**config.mk**
```make
export PLATFORM = sky130hd
export DESIGN_NAME = activated_dot_product_core
export DESIGN_NICKNAME = d
export VERILOG_FILES = /design/src/adp_pkg.sv /design/src/adp_config.sv /design/src/adp_mul.sv /design/src/activated_dot_product_core.sv
export VERILOG_INCLUDE_DIRS = /design/src /design/src/src
export SDC_FILE = /design/constraint.sdc
export NUM_CORES = 2
export LEC_CHECK = 0
export BUFFER_PORTS_ARGS = -buffer_cell sky130_fd_sc_hd__buf_2
export CAP_MARGIN = 20
export CORE_ASPECT_RATIO = 1.75
export CORE_UTILIZATION = 35
export DETAILED_ROUTE_END_ITERATION = 8
export GPL_ROUTABILITY_DRIVEN = 0
export PLACE_DENSITY = 0.64
export SETUP_SLACK_MARGIN = 0.1
export SYNTH_ARGS = -nofsm -noshare
export SYNTH_HDL_FRONTEND = slang
export SYNTH_HIERARCHICAL = 1
export SYNTH_SLANG_ARGS = --single-unit
```
**constraint.sdc**
```tcl
create_clock -name clk -period 8.9 [get_ports clk]
set_input_delay 0.89 -clock clk [delete_from_list [all_inputs] [get_ports clk]]
set_output_delay 0.89 -clock clk [all_outputs]
set_load 0.005 [all_outputs]
```
**src/assert_macros.svh**
```systemverilog
// Assertion helpers included by the activated_dot_product_core RTL.
`ifndef ASSERT_MACROS_SVH
`define ASSERT_MACROS_SVH

`ifndef ASSERT_OFF

// Clocked implication check, disabled while reset is asserted (active low).
`define ASSERT_CLK(lbl, clk, rst_n, prop) \
	lbl: assert property (@(posedge clk) disable iff (!rst_n) prop) \
		else $error("%m: assertion failed");

// Same check, never disabled.
`define ASSERT_ALWAYS(lbl, clk, prop) \
	lbl: assert property (@(posedge clk) prop) \
		else $error("%m: assertion failed");

`else

`define ASSERT_CLK(lbl, clk, rst_n, prop)
`define ASSERT_ALWAYS(lbl, clk, prop)

`endif

`endif

```
**src/adp_pkg.sv**
```systemverilog
`default_nettype none

package adp_pkg;

	localparam int LEFT_W  = 32;
	localparam int RIGHT_W = 16;
	localparam int PROD_W  = LEFT_W + RIGHT_W;
	localparam int SUM_W   = 64;
	localparam int CFG_W   = 32;

	// Activation mode codes; bit 1 selects clipping (code 3 also clips).
	localparam logic [1:0] MODE_NONE = 2'd0;
	localparam logic [1:0] MODE_RELU = 2'd1;
	localparam logic [1:0] MODE_CLIP = 2'd2;

	// Register indexes
	localparam logic REG_MODE  = 1'b0;
	localparam logic REG_LIMIT = 1'b1;

	localparam logic [1:0]               MODE_RST  = MODE_RELU;
	localparam logic signed [LEFT_W-1:0] LIMIT_RST = 32'sd127;

	typedef struct packed {
		logic [1:0]               mode;
		logic signed [LEFT_W-1:0] limit;
	} cfg_t;

	typedef struct packed {
		logic signed [PROD_W-1:0] prod;
		logic                     last;
		logic                     zero;  // clip mode with non-positive limit
	} stage_t;

endpackage

`default_nettype wire

```
**src/adp_config.sv**
```systemverilog
`default_nettype none

module adp_config
	import adp_pkg::*;
(
	input  wire logic             clk,
	input  wire logic             arst_n,
	input  wire logic             cfg_we,
	input  wire logic             cfg_index,
	input  wire logic [CFG_W-1:0] cfg_data,
	output cfg_t                  cfg
);

	logic [1:0]               mode_q;
	logic signed [LEFT_W-1:0] limit_q;

	always_ff @(posedge clk or negedge arst_n) begin
		if (!arst_n) begin
			mode_q  <= MODE_RST;
			limit_q <= LIMIT_RST;
		end else if (cfg_we) begin
			unique case (cfg_index)
				REG_MODE:  mode_q  <= cfg_data[1:0];
				REG_LIMIT: limit_q <= $signed(cfg_data[LEFT_W-1:0]);
				default:   ;
			endcase
		end
	end

	assign cfg.mode  = mode_q;
	assign cfg.limit = limit_q;

endmodule

`default_nettype wire

```
**src/adp_mul.sv**
```systemverilog
`default_nettype none

module adp_mul
	import adp_pkg::*;
(
	input  wire logic                      clk,
	input  wire logic                      load,
	input  wire logic signed [LEFT_W-1:0]  left_s1,
	input  wire logic signed [RIGHT_W-1:0] right_s1,
	input  wire logic                      last_s1,
	input  wire cfg_t                      cfg,
	output stage_t                         stage_s2
);

	logic                     clip;
	logic                     lim_pos;
	logic signed [LEFT_W-1:0] act;
	stage_t                   stage_d;

	assign clip    = cfg.mode[1];
	assign lim_pos = cfg.limit > 0;

	always_comb begin
		if (clip) begin
			if (!lim_pos || left_s1 < 0)
				act = '0;
			else if (left_s1 > cfg.limit)
				act = cfg.limit;
			else
				act = left_s1;
		end else if (cfg.mode == MODE_RELU) begin
			act = (left_s1 < 0) ? '0 : left_s1;
		end else begin
			act = left_s1;
		end
	end

	always_comb begin
		stage_d.prod = PROD_W'(act) * PROD_W'(right_s1);
		stage_d.last = last_s1;
		stage_d.zero = clip && !lim_pos;
	end

	// payload only, qualified by the valid bit in the parent
	always_ff @(posedge clk) begin
		if (load)
			stage_s2 <= stage_d;
	end

endmodule

`default_nettype wire

```
**src/activated_dot_product_core.sv**
```systemverilog
// activated_dot_product_core: streaming multiply-accumulate with activation.
//
// Input channel (in_valid/in_ready): one transaction carries left_value (signed
// 32-bit activation), right_value (signed 16-bit weight) and last_item. The
// configured activation (none, ReLU, clipped ReLU) is applied to left_value,
// the result is multiplied by right_value and added to a 64-bit wrapping sum.
// Output channel (out_valid/out_ready): a transaction with last_item set yields
// one dot_sum transaction and clears the sum; other transactions yield none.
// In clip mode with clip_limit <= 0 the emitted dot_sum is zero.
// Config port: cfg_we/cfg_index/cfg_data, write only, while the core is idle.
// Pipeline: input register, multiply register, accumulate/output register.
// Throughput: one pair per cycle, set by the single 32x16 multiplier stage,
// unless a held result with a last pair behind it backs up in_ready.
// Reset: arst_n clears valid bits and the running sum; mode resets to ReLU,
// clip_limit to 127.
// Stall: while an undelivered result sits in the output register, non-last
// pairs keep accumulating; a second last pair waits in the pipe and backs up
// in_ready only once the stages behind it are full.

`default_nettype none

`include "assert_macros.svh"

module activated_dot_product_core
	import adp_pkg::*;
(
	input  wire logic                      clk,
	input  wire logic                      arst_n,
	input  wire logic                      cfg_we,
	input  wire logic                      cfg_index,
	input  wire logic [CFG_W-1:0]          cfg_data,
	input  wire logic                      in_valid,
	output logic                           in_ready,
	input  wire logic signed [LEFT_W-1:0]  left_value,
	input  wire logic signed [RIGHT_W-1:0] right_value,
	input  wire logic                      last_item,
	output logic                           out_valid,
	input  wire logic                      out_ready,
	output logic signed [SUM_W-1:0]        dot_sum
);

	cfg_t cfg;

	// stage 1: input register
	logic                      valid_s1;
	logic signed [LEFT_W-1:0]  left_s1;
	logic signed [RIGHT_W-1:0] right_s1;
	logic                      last_s1;

	// stage 2: product register
	logic   valid_s2;
	stage_t stage_s2;

	// accumulator and output register
	logic signed [SUM_W-1:0] sum_q;
	logic signed [SUM_W-1:0] sum_next;
	logic signed [SUM_W-1:0] dot_sum_q;
	logic                    out_valid_q;

	logic out_free;
	logic acc_fire;
	logic s2_take;
	logic s1_take;

	adp_config u_config (
		.clk       (clk),
		.arst_n    (arst_n),
		.cfg_we    (cfg_we),
		.cfg_index (cfg_index),
		.cfg_data  (cfg_data),
		.cfg       (cfg)
	);

	// Flow control: only a last pair needs the output slot.
	assign out_free = !out_valid_q || out_ready;
	assign acc_fire = valid_s2 && (!stage_s2.last || out_free);
	assign s2_take  = !valid_s2 || acc_fire;
	assign s1_take  = !valid_s1 || s2_take;
	assign in_ready = s1_take;

	always_ff @(posedge clk or negedge arst_n) begin
		if (!arst_n) begin
			valid_s1 <= 1'b0;
		end else if (s1_take) begin
			valid_s1 <= in_valid;
		end
	end

	always_ff @(posedge clk) begin
		if (s1_take && in_valid) begin
			left_s1  <= left_value;
			right_s1 <= right_value;
			last_s1  <= last_item;
		end
	end

	adp_mul u_mul (
		.clk      (clk),
		.load     (s2_take && valid_s1),
		.left_s1  (left_s1),
		.right_s1 (right_s1),
		.last_s1  (last_s1),
		.cfg      (cfg),
		.stage_s2 (stage_s2)
	);

	always_ff @(posedge clk or negedge arst_n) begin
		if (!arst_n) begin
			valid_s2 <= 1'b0;
		end else if (s2_take) begin
			valid_s2 <= valid_s1;
		end
	end

	// 64-bit wrapping accumulate of the sign-extended product
	assign sum_next = sum_q + SUM_W'(stage_s2.prod);

	always_ff @(posedge clk or negedge arst_n) begin
		if (!arst_n) begin
			sum_q <= '0;
		end else if (acc_fire) begin
			sum_q <= stage_s2.last ? '0 : sum_next;
		end
	end

	always_ff @(posedge clk or negedge arst_n) begin
		if (!arst_n) begin
			out_valid_q <= 1'b0;
		end else if (acc_fire && stage_s2.last) begin
			out_valid_q <= 1'b1;
		end else if (out_ready) begin
			out_valid_q <= 1'b0;
		end
	end

	always_ff @(posedge clk) begin
		if (acc_fire && stage_s2.last)
			dot_sum_q <= stage_s2.zero ? '0 : sum_next;
	end

	assign out_valid = out_valid_q;
	assign dot_sum   = dot_sum_q;

	// A finished vector clears the accumulator.
	`ASSERT_CLK(a_sum_clear, clk, arst_n, acc_fire && stage_s2.last |=> sum_q == '0)
	// Non-positive clip limit forces a zero result.
	`ASSERT_CLK(a_zero_out, clk, arst_n,
		acc_fire && stage_s2.last && stage_s2.zero |=> out_valid && dot_sum == '0)
	// A non-last pair never raises a result from an empty output register.
	`ASSERT_CLK(a_no_spurious, clk, arst_n,
		!out_valid_q && !(acc_fire && stage_s2.last) |=> !out_valid_q)
	// A last pair never overwrites a result that is still held.
	`ASSERT_CLK(a_no_overwrite, clk, arst_n,
		out_valid_q && !out_ready |-> !(acc_fire && stage_s2.last))

endmodule

`default_nettype wire
```
Yosys cells after proc, flatten, opt, wreduce, memory -nomap -nowiden
Index checks and enable logic that the tools add are counted.
{"block": "op_classes", "n_mux": 8, "bitwise": 1, "multipliers": 1, "order_cmp": 3, "addsub": 1, "n_reduce_logical": 18, "div_mod_pow": 0, "n_eq_ne": 1, "shifts": 0}
{"cell": "$mux 32", "count": 5}
{"cell": "$add 64x48->64", "count": 1}
{"cell": "$mux 64", "count": 1}
{"cell": "$mul 32x16->48", "count": 1}
{"cell": "$gt 32x1->1 const B", "count": 1}
{"cell": "$gt 32x32->1", "count": 1}
{"cell": "$lt 32x1->1 const B", "count": 1}
{"cell": "$logic_and 1x1->1", "count": 5}
{"cell": "$logic_not 1->1", "count": 5}
{"cell": "$logic_or 1x1->1", "count": 5}
{"cell": "$reduce_and 2->1", "count": 2}
{"cell": "$eq 2x1->1 const B", "count": 1}
{"cell": "$mux 1", "count": 2}
{"cell": "$reduce_bool 2->1", "count": 1}
{"cell": "$not 1->1", "count": 1}
{"block": "word_totals", "wordCells": 46, "inputBits": 87, "regBits": 264, "ramBits": 0, "n_memories": 0, "rom_bits": 0, "out_inout_bits": 66, "latchBits": 0}

Depth between registers and ports, before layout
{"block": "logic_depth", "word_depth": 7, "mapped_depth": 36, "ltp_nobuf": 33}

Modules after synthesis
Netlist, hierarchy kept.
{"mod": "adp_mul", "cells_per_inst": 2368, "seq_area_each_um2": 1501.4, "area_each_um2": 21982.3, "n_inst": 1}
{"mod": "activated_dot_product_core", "cells_per_inst": 969, "seq_area_each_um2": 5069.9, "area_each_um2": 10126.0, "n_inst": 1}
{"mod": "adp_config", "cells_per_inst": 73, "seq_area_each_um2": 860.8, "area_each_um2": 1402.6, "n_inst": 1}

Worst setup path after synthesis
No wires, ideal clock.
{"block": "synth_path", "path_type": "reg-to-reg", "startpoint": "register u_config.limit_q[17]", "endpoint": "register, netlist name u_mul/stage_s2[47]", "setup_time_ps": 180, "arrival_ps": 8140, "synth_period_minus_slack_ps": 8320, "stages_incl_launch_ff": 35, "path_slack_ps": 580, "n_path_buf": 4, "cell_sequence": "dfrtp_1 inv_1 ha_1 a21o_1 a21o_1 a21o_1 a221oi_2 o2bb2ai_1 a21o_1 o221a_2 buf_6 buf_6 and3_1 buf_2 o21ai_0 fa_1 fa_1 fa_1 inv_1 fa_1 fa_1 inv_1 fa_1 inv_1 ha_1 buf_2 nand4_1 o221ai_1 a31oi_1 o31a_1 a2bb2oi_1 a311oi_2 a211oi_1 or4_1 o311ai_1"}
{"element": "from (decl)", "line_no": "adp_config.sv:15", "source": "logic signed [LEFT_W-1:0] limit_q;"}
{"element": "from (signal assigned)", "line_no": "adp_config.sv:24", "source": "REG_LIMIT: limit_q <= $signed(cfg_data[LEFT_W-1:0]);"}

==> qor.csv <==
stage,metric,value,unit
status,run status,completed,
layout,"most common cell after layout, fill and taps aside",inv_1,
global_route,first-pass GRT wire length,156,mm
floorplanning,Die W,236,µm
floorplanning,Die ar.,97000,µm²
setup_path,Critical path buffers and inverters,10,
synth,count of different cell masters after synthesis,103,
floorplanning,Initial Utilization,0.355,
routing,drt drc,0,
setup_path,worst reg2reg path depth,33,
setup_path,Crit path top cell by count,fa_1,
routing,DRT Wirelength,100,mm
timing,final setup violating endpoints,0,
timing,hold_ws,0.295,ns
cts,maximum clock insertion buffer count,3,
global_route,Overflow after GRT,0,
cts,Skew-Pair Late Insertion Delay,0.60,ns
setup_path,crit path kind,register to register,
floorplanning,# rows,149,
cts,CTS hold repair buffers,0,
synth,Synth async-reset ratio,0.383,
synth,Yosys reg bits,264,
setup_path,"Arr. time, crit path",9.04,ns
setup_path,crit end category,register,
hold_path,worst hold-check path type,input port to async pin,
setup_path,Reg-to-Reg Start,left_s1[27]$_DFFE_PP_,
layout,Fillers,9171,
routing,DR iter-0 viols,1595,
floorplanning,core area,94500,µm²
setup_path,Reg-to-Reg End,u_mul/stage_s2[47]$_DFFE_PP_,
timing,RSZ-0062 raised after global routing,yes,
cts,Root Driver,clkbuf_16,
timing,worst-case headroom to the max-slew limit,0.196,
layout,multi-input logic area,23500,µm²
layout,Area Overhead vs Synth,18.7,%
timing,fmax,116,MHz
synth,register area share after synthesis,0.222,
placement,post-detail-place hpwl,81.9,mm
timing,fin. max-slew vios,0,
global_route,antenna violations before repair,1,
setup_path,CP max-delay cell,fa_1,
timing,TNS Setup,0,ns
layout,# diodes,0,
cts,CTS tree,done,
global_route,vias in the first global route,28500,
synth,syn_area_per_cell,9.83,µm²
layout,layout cells sized above 1,0.214,
synth,"Primary FF master, synth",edfxtp_1,
setup_path,worst path required time,9.32,ns
timing,worst slew pin tran,1.21,ns
synth,syn_nets,4193,
timing,Worst Skew,0.0226,ns
synth,Synth Cell Area,33500,µm²
layout,Layout Nets,4614,
setup_path,CP Launch Point,left_s1[27]$_DFFE_PP_,
routing,vias,26500,
cts,"CTS clk-pin slew, worst paths",0.07,ns
setup_path,Crit path largest cell delay,0.56,ns
run,Max-Cap Viols,0,
layout,most frequent cells in the layout,"inv_1, fa_1, buf_4",
synth,gate count of the mapped netlist,3410,
synth,Yosys warnings,6,
routing,WL/cell,19.8,µm
routing,DR vias/cell,5.24,
setup_path,Worst Path Max Fanout,6,
layout,register area,7430,µm²
routing,drt first pass iters,5,
timing,Final Cycle Share,0.969,
cts,Inserted Clock Buffers,29,
cts,clock sinks,264,
global_route,largest net degree at the start of global routing,69,
setup_path,CP Launch Type,register,
synth,number of synthesized flops with an enable pin,163,
floorplanning,DIE HEIGHT,411,µm
setup_path,top cell family by delay on the critical path,adder cells,
timing,Fin. Hold Viols,0,
floorplanning,Boundary Pins,153,
placement,Port Buffers,152,
routing,Antenna Violating Nets Remaining,0,
cts,H-Tree Depth,1,
timing,Tmin final,8.62,ns
setup_path,Reg2Reg Setup Slack,0.28,ns
global_route,GRT Total Usage,0.205,
==> metal layers <==
metal | part of all wire | vias to the layer above | global-route usage
met4 | 0.065 | 2 | 0.120
met5 | 0.00013 | - | 0
met3 | 0.041 | 332 | 0.0196
met1 | 0.37 | 13100 | 0.223
li1 | - | 12200 | -
met2 | 0.53 | 872 | 0.386
==> state kept, by name, summed over array words and instances, names as in the netlist <==
| name | count |
|---|---|
| left_s1 | 32 |
| right_s1 | 16 |
| u_mul/stage_s2 | 50 |
| last_s1 | 1 |
| dot_sum | 64 |
| valid_s1 | 1 |
| u_config/mode_q | 2 |
| out_valid | 1 |
| u_config/limit_q | 32 |
| sum_q | 64 |
| valid_s2 | 1 |
==> worst register-to-register path: cells and delay by family, from the launching register on <==
family	cells	cell delay (ns)
fa+ha+maj	8	3.64
simple gates	6	1.42
compound gates	9	1.81
flops	1	0.43
buf+inv	10	1.16
==> repair_timing <==
item,4_1_cts,5_1_grt
pin swaps,7,60
setup buffers,8,24
endpoints found under the setup margin,18,21
resized for setup,18,150
cloned,1,3
==> worst max-delay path by stage <==
stage | end | cells past startpoint
global route | u_mul/stage_s2[47]$_DFFE_PP_ | 33
detailed placement | u_mul/stage_s2[47]$_DFFE_PP_ | 31
floorplan | u_mul/stage_s2[47]$_DFFE_PP_ | 34
finish | u_mul/stage_s2[47]$_DFFE_PP_ | 33
CTS | u_mul/stage_s2[47]$_DFFE_PP_ | 31
global placement | u_mul/stage_s2[47]$_DFFE_PP_ | 31
==> cells in the mapped netlist, drive strengths merged (8+ instances only) <==
library cell	n	area, µm²
a211oi	8	60.1
a21boi	156	1170
a21o	68	513
a21oi	125	633
a22o	16	140
a31oi	19	125
and2	17	109
and3	43	273
buf	67	408
clkbuf	98	433
dfrtp	93	2330
dfstp	8	210
edfxtp	163	4890
fa	487	9750
ha	209	2620
inv	632	2370
mux2	34	495
nand2	140	528
nand2b	13	81.3
nand3	53	310
nand4	33	221
nor2	129	489
nor2b	25	156
nor3	41	265
nor4	12	75.1
o211ai	9	67.6
o21a	105	812
o21ai	394	2010
o21bai	24	180
o31ai	9	77.6
xnor2	63	552
xor2	44	385
==> cell type report <==
class	count	area share
Timing Repair Buffer	553	0.101
Clock inverter	15	0.00387
Clock buffer	39	0.0208
Sequential cell	264	0.187
Tap cell	1208	0.0380
Inverter	632	0.0597
Multi-Input combinational cell	2351	0.590
==> cell families (layout without fill, tap and decap cells) <==
kind of cell             count (synthesis)  after routing  synth area share
AO/OA/AOI/OAI                          983            985             0.189
XOR/XNOR                               107            107            0.0280
adder cells (fa/ha/maj)                696            696             0.369
buffers and inverters                  798           1239            0.0969
flip-flops                             264            264             0.222
multiplexers                            35             35            0.0155
AND/OR/NAND/NOR                        527            528            0.0804
==> metrics by stage <==
| step | setup WS, ns | cell area, µm² | cells | utilization |
|---|---|---|---|---|
| 5_1_grt | 0.0172 | 39800 | 5062 | 0.421 |
| 4_1_cts | 0.0965 | 38900 | 5035 | 0.412 |
| 2_1_floorplan | 0.580 | 33500 | 3410 | - |
| 3_3_place_gp | -0.214 | 37800 | 4972 | 0.400 |
| 3_5_place_dp | -0.371 | 37800 | 4972 | 0.400 |
| 6_report | 0.276 | 39800 | 5062 | 0.421 |
Power is left out: the tool's default activity adds up to more than one toggle a clock period on the data nets, which glitch-free logic cannot reach.
